--- config.mk ---
export PLATFORM = sky130hd
export DESIGN_NAME = multi_track_spaced_trigger_sequencer
export DESIGN_NICKNAME = d
export VERILOG_FILES = /design/src/rtl/msts_pkg.sv /design/src/rtl/msts_pattern_gen.sv /design/src/rtl/msts_pattern_store.sv /design/src/rtl/multi_track_spaced_trigger_sequencer.sv
export SDC_FILE = /design/constraint.sdc
export NUM_CORES = 1
export LEC_CHECK = 0
export ABC_AREA = 1
export BUFFER_PORTS_ARGS = -buffer_cell sky130_fd_sc_hd__buf_2
export CAP_MARGIN = 20
export CORE_UTILIZATION = 60
export CTS_CLUSTER_DIAMETER = 150
export DETAILED_ROUTE_END_ITERATION = 10
export HOLD_SLACK_MARGIN = 0.03
export PLACE_DENSITY = 0.78
export SYNTH_ARGS = -nofsm -noshare
export SYNTH_HDL_FRONTEND = slang
export SYNTH_HIERARCHICAL = 1
export SYNTH_SLANG_ARGS = --single-unit
--- constraint.sdc ---
create_clock -name clk -period 4.78 [get_ports clk]
set_input_delay 0 -clock clk [delete_from_list [all_inputs] [get_ports clk]]
set_output_delay 0 -clock clk [all_outputs]
set_load 0.05 [all_outputs]
--- src/rtl/msts_pkg.sv ---
// shared types, codes and helper functions for the trigger sequencer
package msts_pkg;

    localparam int unsigned TRACKS_DEFAULT = 8;
    localparam int unsigned STEPS_DEFAULT  = 16;
    localparam int unsigned COUNT_W        = 5;
    localparam int unsigned COUNT_CODES    = 1 << COUNT_W;
    localparam int unsigned NUM_W          = 7;
    localparam int unsigned MASK_W         = 8;

    typedef enum logic [2:0] {
        OP_PROGRAM = 3'd0,
        OP_TICK    = 3'd1,
        OP_START   = 3'd2,
        OP_STOP    = 3'd3,
        OP_RESTART = 3'd4
    } op_t;

    typedef struct packed {
        logic [2:0]         operation;
        logic [2:0]         track;
        logic [COUNT_W-1:0] hit_count;
        logic [3:0]         offset;
    } req_item_t;

    typedef struct packed {
        logic [MASK_W-1:0] trigger_mask;
        logic [3:0]        step_now;
        logic              is_running;
    } rsp_item_t;

    // remainder of a narrow value by repeated subtraction
    function automatic logic [NUM_W-1:0] mod_sub(input logic [NUM_W-1:0] value,
                                                 input logic [NUM_W-1:0] modulus);
        logic [NUM_W-1:0] r;
        r = value;
        for (int i = 0; i < 8; i++) begin
            if (r >= modulus) begin
                r = r - modulus;
            end
        end
        return r;
    endfunction

    // unrotated hit pattern for one raw hit count, evaluated at elaboration
    function automatic logic [63:0] base_pattern(input int unsigned n,
                                                 input int unsigned steps);
        int unsigned c;
        int unsigned space;
        int unsigned rem;
        int unsigned pos;
        logic [63:0] bits;
        c     = n;
        space = 0;
        rem   = steps;
        bits  = '0;
        for (int i = 0; i < 32; i++) begin
            if (c >= steps + 1) begin
                c = c - (steps + 1);
            end
        end
        if (c != 0) begin
            for (int i = 0; i < 65; i++) begin
                if (rem >= c) begin
                    rem   = rem - c;
                    space = space + 1;
                end
            end
            for (int j = 0; j < 64; j++) begin
                pos = j * space;
                if (pos < steps) begin
                    bits[pos[5:0]] = 1'b1;
                end
            end
        end
        return bits;
    endfunction

endpackage

--- src/rtl/msts_pattern_gen.sv ---
// builds one track pattern from a hit count and an offset
module msts_pattern_gen
    import msts_pkg::*;
#(
    parameter int unsigned STEPS = STEPS_DEFAULT,
    localparam int unsigned PW = (STEPS > 1) ? $clog2(STEPS) : 1
) (
    input  logic [COUNT_W-1:0] hit_count,
    input  logic [PW-1:0]      rotate,
    output logic [STEPS-1:0]   pattern
);

    logic [STEPS-1:0]   base_tbl [COUNT_CODES];
    logic [STEPS-1:0]   base;
    logic [2*STEPS-1:0] dbl;

    for (genvar g = 0; g < COUNT_CODES; g++) begin : g_tbl
        localparam logic [63:0] BASE = base_pattern(g, STEPS);
        assign base_tbl[g] = BASE[STEPS-1:0];
    end

    always_comb
    begin
        base    = base_tbl[hit_count];
        dbl     = {base, base} << rotate;
        pattern = dbl[2*STEPS-1:STEPS];
    end

endmodule

--- src/rtl/msts_pattern_store.sv ---
// per-track pattern registers with one write port and a step column read
module msts_pattern_store
    import msts_pkg::*;
#(
    parameter int unsigned TRACKS = TRACKS_DEFAULT,
    parameter int unsigned STEPS  = STEPS_DEFAULT,
    localparam int unsigned TW = (TRACKS > 1) ? $clog2(TRACKS) : 1,
    localparam int unsigned PW = (STEPS > 1) ? $clog2(STEPS) : 1
) (
    input  logic              clk,
    input  logic              rst_n,
    input  logic              wr_en,
    input  logic [TW-1:0]     wr_track,
    input  logic [STEPS-1:0]  wr_pattern,
    input  logic [PW-1:0]     rd_step,
    output logic [TRACKS-1:0] hit_mask
);

    logic [STEPS-1:0] pattern_reg [TRACKS];

    always_ff @(posedge clk or negedge rst_n)
    begin
        if (!rst_n) begin
            for (int t = 0; t < TRACKS; t++) begin
                pattern_reg[t] <= '0;
            end
        end else if (wr_en) begin
            pattern_reg[wr_track] <= wr_pattern;
        end
    end

    always_comb
    begin
        for (int t = 0; t < TRACKS; t++) begin
            hit_mask[t] = pattern_reg[t][rd_step];
        end
    end

endmodule

--- src/rtl/multi_track_spaced_trigger_sequencer.sv ---
// top level: input register, event decode, shared step state and result register
//
// Multi-track trigger sequencer with evenly spaced hits. Every event (program,
// tick, start, stop, restart) is taken into an input register and produces
// exactly one result item, passed on through a result register, so the
// block accepts one event per clock while results flow freely; a held result
// stalls the input only once both registers are full. Program events rewrite a
// track pattern from a constant hit-spacing table and a rotate; ticks advance
// the shared step while running and report the tracks that hit on the new step
// (tracks beyond the eighth are not reported). Reset clears all patterns, the
// step and the run flag.
module multi_track_spaced_trigger_sequencer
    import msts_pkg::*;
#(
    parameter int unsigned TRACKS = TRACKS_DEFAULT,
    parameter int unsigned STEPS  = STEPS_DEFAULT
) (
    input  logic      clk,
    input  logic      rst_n,
    input  logic      req_valid,
    output logic      req_ready,
    input  req_item_t req,
    output logic      rsp_valid,
    input  logic      rsp_ready,
    output rsp_item_t rsp
);

    localparam int unsigned TW = (TRACKS > 1) ? $clog2(TRACKS) : 1;
    localparam int unsigned PW = (STEPS > 1) ? $clog2(STEPS) : 1;
    localparam int unsigned MW = (TRACKS < MASK_W) ? TRACKS : MASK_W;

    req_item_t         item_reg;
    logic              item_valid_reg;
    rsp_item_t         rsp_reg;
    logic              rsp_valid_reg;
    logic [PW-1:0]     pos_reg;
    logic [PW-1:0]     pos_next;
    logic              running_reg;
    logic              running_next;
    logic              advance;
    logic              wr_en;
    logic [TW-1:0]     wr_track;
    logic [PW-1:0]     rotate;
    logic [STEPS-1:0]  new_pattern;
    logic [TRACKS-1:0] hit_mask;
    logic [MASK_W-1:0] mask_next;
    rsp_item_t         rsp_next;

    assign advance   = item_valid_reg && (!rsp_valid_reg || rsp_ready);
    assign req_ready = !item_valid_reg || advance;
    assign rsp_valid = rsp_valid_reg;
    assign rsp       = rsp_reg;

    assign wr_track = TW'(mod_sub(NUM_W'(item_reg.track), NUM_W'(TRACKS)));
    assign rotate   = PW'(mod_sub(NUM_W'(item_reg.offset), NUM_W'(STEPS)));

    msts_pattern_gen #(
        .STEPS(STEPS)
    ) u_gen (
        .hit_count(item_reg.hit_count),
        .rotate   (rotate),
        .pattern  (new_pattern)
    );

    msts_pattern_store #(
        .TRACKS(TRACKS),
        .STEPS (STEPS)
    ) u_store (
        .clk       (clk),
        .rst_n     (rst_n),
        .wr_en     (wr_en),
        .wr_track  (wr_track),
        .wr_pattern(new_pattern),
        .rd_step   (pos_next),
        .hit_mask  (hit_mask)
    );

    always_comb
    begin
        pos_next     = pos_reg;
        running_next = running_reg;
        wr_en        = 1'b0;
        mask_next    = '0;
        unique case (op_t'(item_reg.operation))
            OP_PROGRAM: begin
                wr_en = advance;
            end
            OP_TICK: begin
                if (running_reg) begin
                    pos_next  = (pos_reg == PW'(STEPS - 1)) ? '0 : pos_reg + 1'b1;
                    mask_next = MASK_W'(hit_mask[MW-1:0]);
                end
            end
            OP_START: begin
                running_next = 1'b1;
            end
            OP_STOP: begin
                running_next = 1'b0;
            end
            OP_RESTART: begin
                running_next = 1'b1;
                pos_next     = '0;
            end
            default: begin
                pos_next = pos_reg;
            end
        endcase
        rsp_next.trigger_mask = mask_next;
        rsp_next.step_now     = 4'(pos_next);
        rsp_next.is_running   = running_next;
    end

    always_ff @(posedge clk or negedge rst_n)
    begin
        if (!rst_n) begin
            item_valid_reg <= 1'b0;
            rsp_valid_reg  <= 1'b0;
            pos_reg        <= '0;
            running_reg    <= 1'b0;
        end else begin
            if (req_ready) begin
                item_valid_reg <= req_valid;
            end
            if (advance) begin
                rsp_valid_reg <= 1'b1;
                pos_reg       <= pos_next;
                running_reg   <= running_next;
            end else if (rsp_ready) begin
                rsp_valid_reg <= 1'b0;
            end
        end
    end

    always_ff @(posedge clk)
    begin
        if (req_valid && req_ready) begin
            item_reg <= req;
        end
        if (advance) begin
            rsp_reg <= rsp_next;
        end
    end

endmodule

; After elaboration in Yosys (flattened, before gate mapping)
; Memories as Yosys holds them, arrays and structs flattened.
; Index checks and enable logic that the tools add are counted.
[word_totals]
ff_bits = 163
in_bits = 19
romBits = 512
n_memories = 1
output_inout_bits = 15
latchBits = 0
mem_bits_rw = 0
[classes]
n_eq_ne = 5
magnitude_cmp = 4
shifts = 1
reduce_logical = 11
addsub = 1
bitwise = 2
n_mul = 0
div = 0
mux = 28
[mem_list]
columns = name, words, word_bits, rd, rd_ports_with_merged_regs, wr, line
row1 = (no name shown), 32, 16, 1, 0, 0, msts_pattern_gen.sv:24  ; base = base_tbl[hit_count];
[ops]
columns = op, n
row1 = $bwmux W128, 1
row2 = $demux W16 S3, 1
row3 = $mux W16, 3
row4 = $bmux W1 S4, 8
row5 = $shl A32 B4 Y32, 1
row6 = $mux W1, 11
row7 = $mux W4, 2
row8 = $pmux W4 S2, 1
row9 = $eq A3 B2 Y1 const B, 2
row10 = $ge A6 B6 Y1 const B, 1
row11 = $not A5 Y6, 1
row12 = $lt A4 B5 Y1 const B, 1
row13 = $add A4 B1 Y4 const B, 1
row14 = $eq A4 B4 Y1 const B, 1
row15 = $ge A4 B4 Y1 const B, 1
row16 = $lt A4 B1 Y1 const B, 1
row17 = $not A3 Y4, 1
row18 = $eq A3 B1 Y1 const B, 1
row19 = $eq A3 B3 Y1 const B, 1
row20 = $logic_and A1 B1 Y1, 3
row21 = $logic_not A3 Y1, 1
row22 = $logic_not A1 Y1, 2
row23 = $logic_or A1 B1 Y1, 2
row24 = $pmux W1 S2, 1
row25 = 3 further kinds, 3

; Logic depth before layout (Yosys ltp)
[logic_depth]
ltp_word = 6
depth_mapped = 16

; By module
; The synthesis kept the hierarchy.
[modules_own_cells]
columns = mod, area_each_um2, cells_per_inst, instances
row1 = msts_pattern_store, 6257.3, 831, 1
row2 = multi_track_spaced_trigger_sequencer, 1382.6, 115, 1
row3 = msts_pattern_gen, 1271.2, 239, 1

; Worst setup path before layout
; OpenSTA, ideal clock, no wires.
[synth_path]
path_type = register to register
startpoint = register pos_reg[0]
endpoint = register rsp_reg, in the netlist rsp[11] (data pin)
stages_incl_launch_ff = 16
slack_ns = 2.799
n_path_buf = 2
arrival_ns = 1.721
required_ns = 4.521
cell_sequence = dfrtp_1 ha_1 nand3_1 nor2_1 nor2_1 nand2_1 nand2_1 buf_4 buf_4 nand2_1 nand3_1 nand3_1 nand3_1 nand2_1 inv_1 nor2_1
[synth_between]
elab_chain_len = 6
[synth_lines]
columns = item, line
row1 = "start, declared", multi_track_spaced_trigger_sequencer.sv:36  ; logic [PW-1:0] pos_reg;
row2 = "start signal, assigned", multi_track_spaced_trigger_sequencer.sv:126  ; pos_reg <= pos_next;
row3 = $add A4 B1 Y4 / $eq A4 B4 Y1 (equally long branches), multi_track_spaced_trigger_sequencer.sv:90  ; pos_next = (pos_reg == PW'(STEPS - 1)) ? '0 : pos_reg + 1'b1;
row4 = $mux W4, multi_track_spaced_trigger_sequencer.sv:90
row5 = $mux W4, multi_track_spaced_trigger_sequencer.sv:89  ; if (running_reg) begin
row6 = $pmux W4 S2 *, multi_track_spaced_trigger_sequencer.sv:84  ; unique case (op_t'(item_reg.operation))
row7 = net pos_next[0], multi_track_spaced_trigger_sequencer.sv:37  ; logic [PW-1:0] pos_next;
row8 = $bmux W1 S4 *, msts_pattern_store.sv:35  ; hit_mask[t] = pattern_reg[t][rd_step];
row9 = $mux W1 (implied by the code) *, msts_pattern_store.sv:35
row10 = net hit_mask[6], multi_track_spaced_trigger_sequencer.sv:45  ; logic [TRACKS-1:0] hit_mask;
row11 = "end signal, assigned", multi_track_spaced_trigger_sequencer.sv:140  ; rsp_reg <= rsp_next;
row12 = "end, declared", multi_track_spaced_trigger_sequencer.sv:34  ; rsp_item_t rsp_reg;
; The timed path passes the listed nets; every way through them passes the cells marked *. The select of a mux whose other input is x is not followed.
; A chain may end at the register's enable or synchronous reset.

; Worst setup path in the final report
[layout_path]
startpoint = register pos_reg[0]
endpoint = register rsp_reg, in the netlist rsp[7] (data pin)
[layout_between]
elab_chain_len = 6
[layout_lines]
columns = item, line
row1 = $add A4 B1 Y4 / $eq A4 B4 Y1 (equally long branches), multi_track_spaced_trigger_sequencer.sv:90
row2 = $mux W4 *, multi_track_spaced_trigger_sequencer.sv:90
row3 = $mux W4 *, multi_track_spaced_trigger_sequencer.sv:89
row4 = $pmux W4 S2 *, multi_track_spaced_trigger_sequencer.sv:84
row5 = net pos_next[1], multi_track_spaced_trigger_sequencer.sv:37
row6 = $bmux W1 S4 *, msts_pattern_store.sv:35
row7 = $mux W1 (implied by the code) *, msts_pattern_store.sv:35
row8 = net hit_mask[2], multi_track_spaced_trigger_sequencer.sv:45
; Marked as above.

==> summary.md <==
| Metric | Value |
|---|---|
| Result of the run | `finished clean` |
| Filler cell count | `1,166` |
| Clock network latency to the later pin of the worst-skew pair | `0.43 ns` |
| Chip height | `123.9 microns` |
| Clock period minus final worst setup slack | `2.932 ns` |
| Area of the die | `15,340 sq um` |
| Number of antenna cells inserted | `0` |
| Post-Synthesis Net Count | `1,211` |
| Worst vdd rail ir drop | `0.3034 mV` |
| Count of warnings emitted by yosys | `6` |
| Vias after detailed routing | `7,819` |
| Most used DFF post-synth | `sky130_fd_sc_hd__dfrtp_1` |
| Hold Path Class | `in -> async` |
| Relative contribution of combinational cells to total power | `31.3%` |
| Number of DRC markers in iteration 0 | `854` |
| Final max-slew violation count | `0` |
| Cell with the largest stage delay on the worst path | `sky130_fd_sc_hd__inv_1` |
| RSZ-0062 raised after global routing | `no` |
| Post-synthesis instance area | `8911 sq um` |
| Endpoint required time on the critical path | `5.06 ns` |
| Max FFs per register | `128` |
| Net count of the finished layout | `1,231` |
| EDFF count, synth | `28` |
| Routed Wire Length | `22,190 microns` |
| Internal cell power | `3.056 mW` |
| CTS clock-pin slew for the worst setup and hold paths | `0.06 ns` |
| Non-filler instance count after layout | `1,402` |
| # Max-Cap Violations | `0` |
| Sw Pwr | `1.762 mW` |
| Worst Reg-to-Reg Cells | `13` |
| Avg WL per Cell | `15.83 microns` |
| Wire length of the first global-routing pass | `35,270 microns` |
| Sequential cell area in the final layout | `4219 sq um` |
| Total number of clock tree sinks | `163` |
| Synthesized area per cell | `7.520 sq um` |
| Async set-reset flop share out of synthesis | `82.82%` |
| Port buffer count | `33` |
| PwrDens | `485.9 nW/um^2` |
| Maximum number of buffers from clock root to sink | `2` |
| Max Fanout on Critical Path | `35` |
| Register bit count reported by yosys | `163` |
| Setup-failing EPs final | `0` |
| Reg2reg end | `rsp[7]` |
| Via count of the first global-routing pass | `7,113` |
| Portion of total power attributed to the clock network | `30.6%` |
| Maximum frequency from static timing analysis | `341.0 MHz` |
| Switching part of the total power | `36.57%` |
| Max H-tree Level | `4` |
| Sequential element share of the synthesized area | `47.35%` |
| Cell Chain, Critical Path | `ha_1, nand2_1, o21ai_0, nand2_1, o21ai_2, buf_4, inv_1, nand3_1, nand3_1, nand3_1, nand2_1, inv_1, nor2_1` |
| Placed cell count | `1,347` |
| Residual antenna-violating net count after detailed routing | `0` |
| Final RePlAce weighted congestion | `0.9095` |
| Total area of multi-input combinational cells | `3734 sq um` |
| Type of the worst setup path | `reg -> reg` |
| Critical path data arrival time | `3.21 ns` |
| Worst-case headroom to the max-slew limit | `26.93%` |
| Largest net degree at the start of global routing | `93` |
| Fraction of the cycle the final worst path needs | `61.35%` |
| Cells after Synth | `1,185` |
| Final number of hold-violating endpoints | `0` |
| Residual overflow from global routing | `0` |
| Unique masters post-synth | `29` |
| Proportion of layout cells with a drive suffix above 1 | `10.43%` |
| Number of standard-cell rows in the floorplan | `44` |
| Root buffer cell | `sky130_fd_sc_hd__clkbuf_16` |
| Overall global routing resource usage | `30.40%` |
| Router iterations before antenna repair | `6` |
| Startpoint kind of the worst setup timing path | `flip-flop` |
| Die outline width | `123.9 microns` |
| Hold Slack | `0.1830 ns` |
| Setup TNS | `0 ns` |
| Ports placed on the boundary | `34` |
| Worst clock skew | `0.009899 ns` |
| Transition at the pin with the smallest max-transition slack | `1.093 ns` |
| Vias/cell | `5.577` |
| Critical Path Max Stage Delay | `0.83 ns` |
| CTS tree | `yes` |
| Placeable Area | `14,530 sq um` |
| Effective utilization at floorplan | `61.31%` |
| Total CTS buffers | `17` |
| Layout-stage area growth over the synthesis result | `11.29%` |
| Power share of the sequential group | `38.0%` |
| Total half-perimeter wirelength after legalization and detailed placement | `13,910 microns` |
| Static Leak | `4.879 nW` |
| Worst setup EP type | `flip-flop` |
| Flop2flop setup slack | `1.85 ns` |
| DRC viols | `0` |
| Initial antenna violation count | `0` |
| Reg2Reg Launch Point | `pos_reg[0]` |
## what timing repair did
item / 4_1_cts / 5_1_grt
buffers inserted: 0 / 0
endpoints found under the hold margin: 108 / 0
gates resized for setup: 0 / 0
hold buffers: 20 / 0
## cells in the mapped netlist, types with 3 or more instances
cell / number / area, sq um
sky130_fd_sc_hd__buf_6: 5 / 56.30
sky130_fd_sc_hd__nand3_4: 4 / 70.07
sky130_fd_sc_hd__nand2_2: 10 / 62.56
sky130_fd_sc_hd__inv_1: 150 / 563.0
sky130_fd_sc_hd__edfxtp_1: 28 / 840.8
sky130_fd_sc_hd__inv_2: 9 / 33.78
sky130_fd_sc_hd__dfrtp_1: 135 / 3378
sky130_fd_sc_hd__nand2_4: 4 / 45.04
sky130_fd_sc_hd__nand3_1: 183 / 915.9
sky130_fd_sc_hd__buf_4: 13 / 97.59
sky130_fd_sc_hd__nor2_4: 3 / 33.78
sky130_fd_sc_hd__buf_2: 36 / 180.2
sky130_fd_sc_hd__o21ai_0: 68 / 340.3
sky130_fd_sc_hd__ha_1: 7 / 87.58
sky130_fd_sc_hd__clkbuf_1: 7 / 26.28
sky130_fd_sc_hd__o21ai_2: 6 / 52.55
sky130_fd_sc_hd__nor2_1: 16 / 60.06
sky130_fd_sc_hd__nor2_2: 4 / 25.02
sky130_fd_sc_hd__nand4_1: 3 / 18.77
sky130_fd_sc_hd__nand3_2: 10 / 100.1
sky130_fd_sc_hd__a21oi_1: 3 / 15.01
sky130_fd_sc_hd__nand2_1: 414 / 1554
sky130_fd_sc_hd__o21ai_1: 61 / 305.3
## power groups by stage
stage	Clock (mW)	Combinational [mW]	Sequential (mW)
after floorplan	0	1.13	1.86
after global placement	0	1.42	1.84
after detailed placement	0	1.44	1.85
after CTS	1.49	1.48	1.83
after global routing	1.55	1.69	1.86
final	1.48	1.51	1.83
## worst max path at each step
stage	start	endpoint	slack, ns	depth (start not counted)
after floorplan	pos_reg[0]	rsp[11]	2.80	15
after global placement	pos_reg[0]	rsp[7]	1.94	13
after detailed placement	pos_reg[0]	rsp[11]	1.92	13
after CTS	pos_reg[0]	rsp[7]	1.88	13
after global routing	pos_reg[0]	rsp[8]	1.67	13
final	pos_reg[0]	rsp[7]	1.85	13
## logic make-up (layout without fill, tap and decap cells)
family	Yosys count	in the layout	synth area share (%)
AO/OA/AOI/OAI	139	139	8.074
adder cells (fa/ha/maj)	7	7	0.9828
AND/OR/NAND/NOR	654	654	32.72
XOR/XNOR	1	1	0.09830
flip-flops	163	163	47.35
buffers and inverters	221	254	10.78
## worst max-delay path: cells and delay by family, from the launching register on
family	cells	cell delay (ns)
adders and majority gates	1	0.31
buffers and inverters	3	1.13
AOI/OAI and AO/OA	2	0.12
DFF	1	0.43
and+or+nand+nor	7	0.77
## metal layers
metal / part of all wire, % / wire, microns / vias to the layer above / track usage, %
li1: - / - / 3780 / -
met4: 2.2 / 485 / 0 / 10.24
met5: 0 / 0 / - / 0
met2: 48 / 10560 / 317 / 48.82
met1: 43 / 9613 / 3678 / 40.77
met3: 6.9 / 1529 / 44 / 6.685
## placed cells by master, fill, tap and decap left out, drive strengths merged
cell | Yosys | routed
buf | 55 | 43
a21oi | 3 | 3
nand3 | 197 | 197
nor2 | 23 | 23
dfrtp | 135 | 135
nand3b | 1 | 1
clkinv | 0 | 2
clkbuf | 7 | 20
nand2 | 428 | 428
clkinvlp | 0 | 1
inv | 159 | 165
nor3 | 1 | 1
bufinv | 0 | 3
ha | 7 | 7
a31oi | 1 | 1
nor4 | 1 | 1
dlygate4sd3 | 0 | 20
xor2 | 1 | 1
o21ai | 135 | 135
nand4 | 3 | 3
edfxtp | 28 | 28
## metrics by stage
step,instance area [sq um],setup WS [ns],utilization [%],power (mW)
6_report,9917,1.848,68.23,4.818
5_1_grt,9917,1.673,68.23,5.108
4_1_cts,9854,1.882,67.80,4.796
3_5_place_dp,9004,1.916,61.95,3.292
3_3_place_gp,9004,1.938,61.95,3.259
2_1_floorplan,8911,2.799,-,2.990
## area by class of cell
class / count / area share [%]
clock buffers: 20 / 4.933
clock inverters: 12 / 1.628
inverters: 159 / 6.018
multi-input cells: 801 / 37.65
flip-flops and latches: 163 / 42.54
well taps: 184 / 2.321
repair buffers: 63 / 4.908
Note: power is estimated with default switching activity, not from simulation.
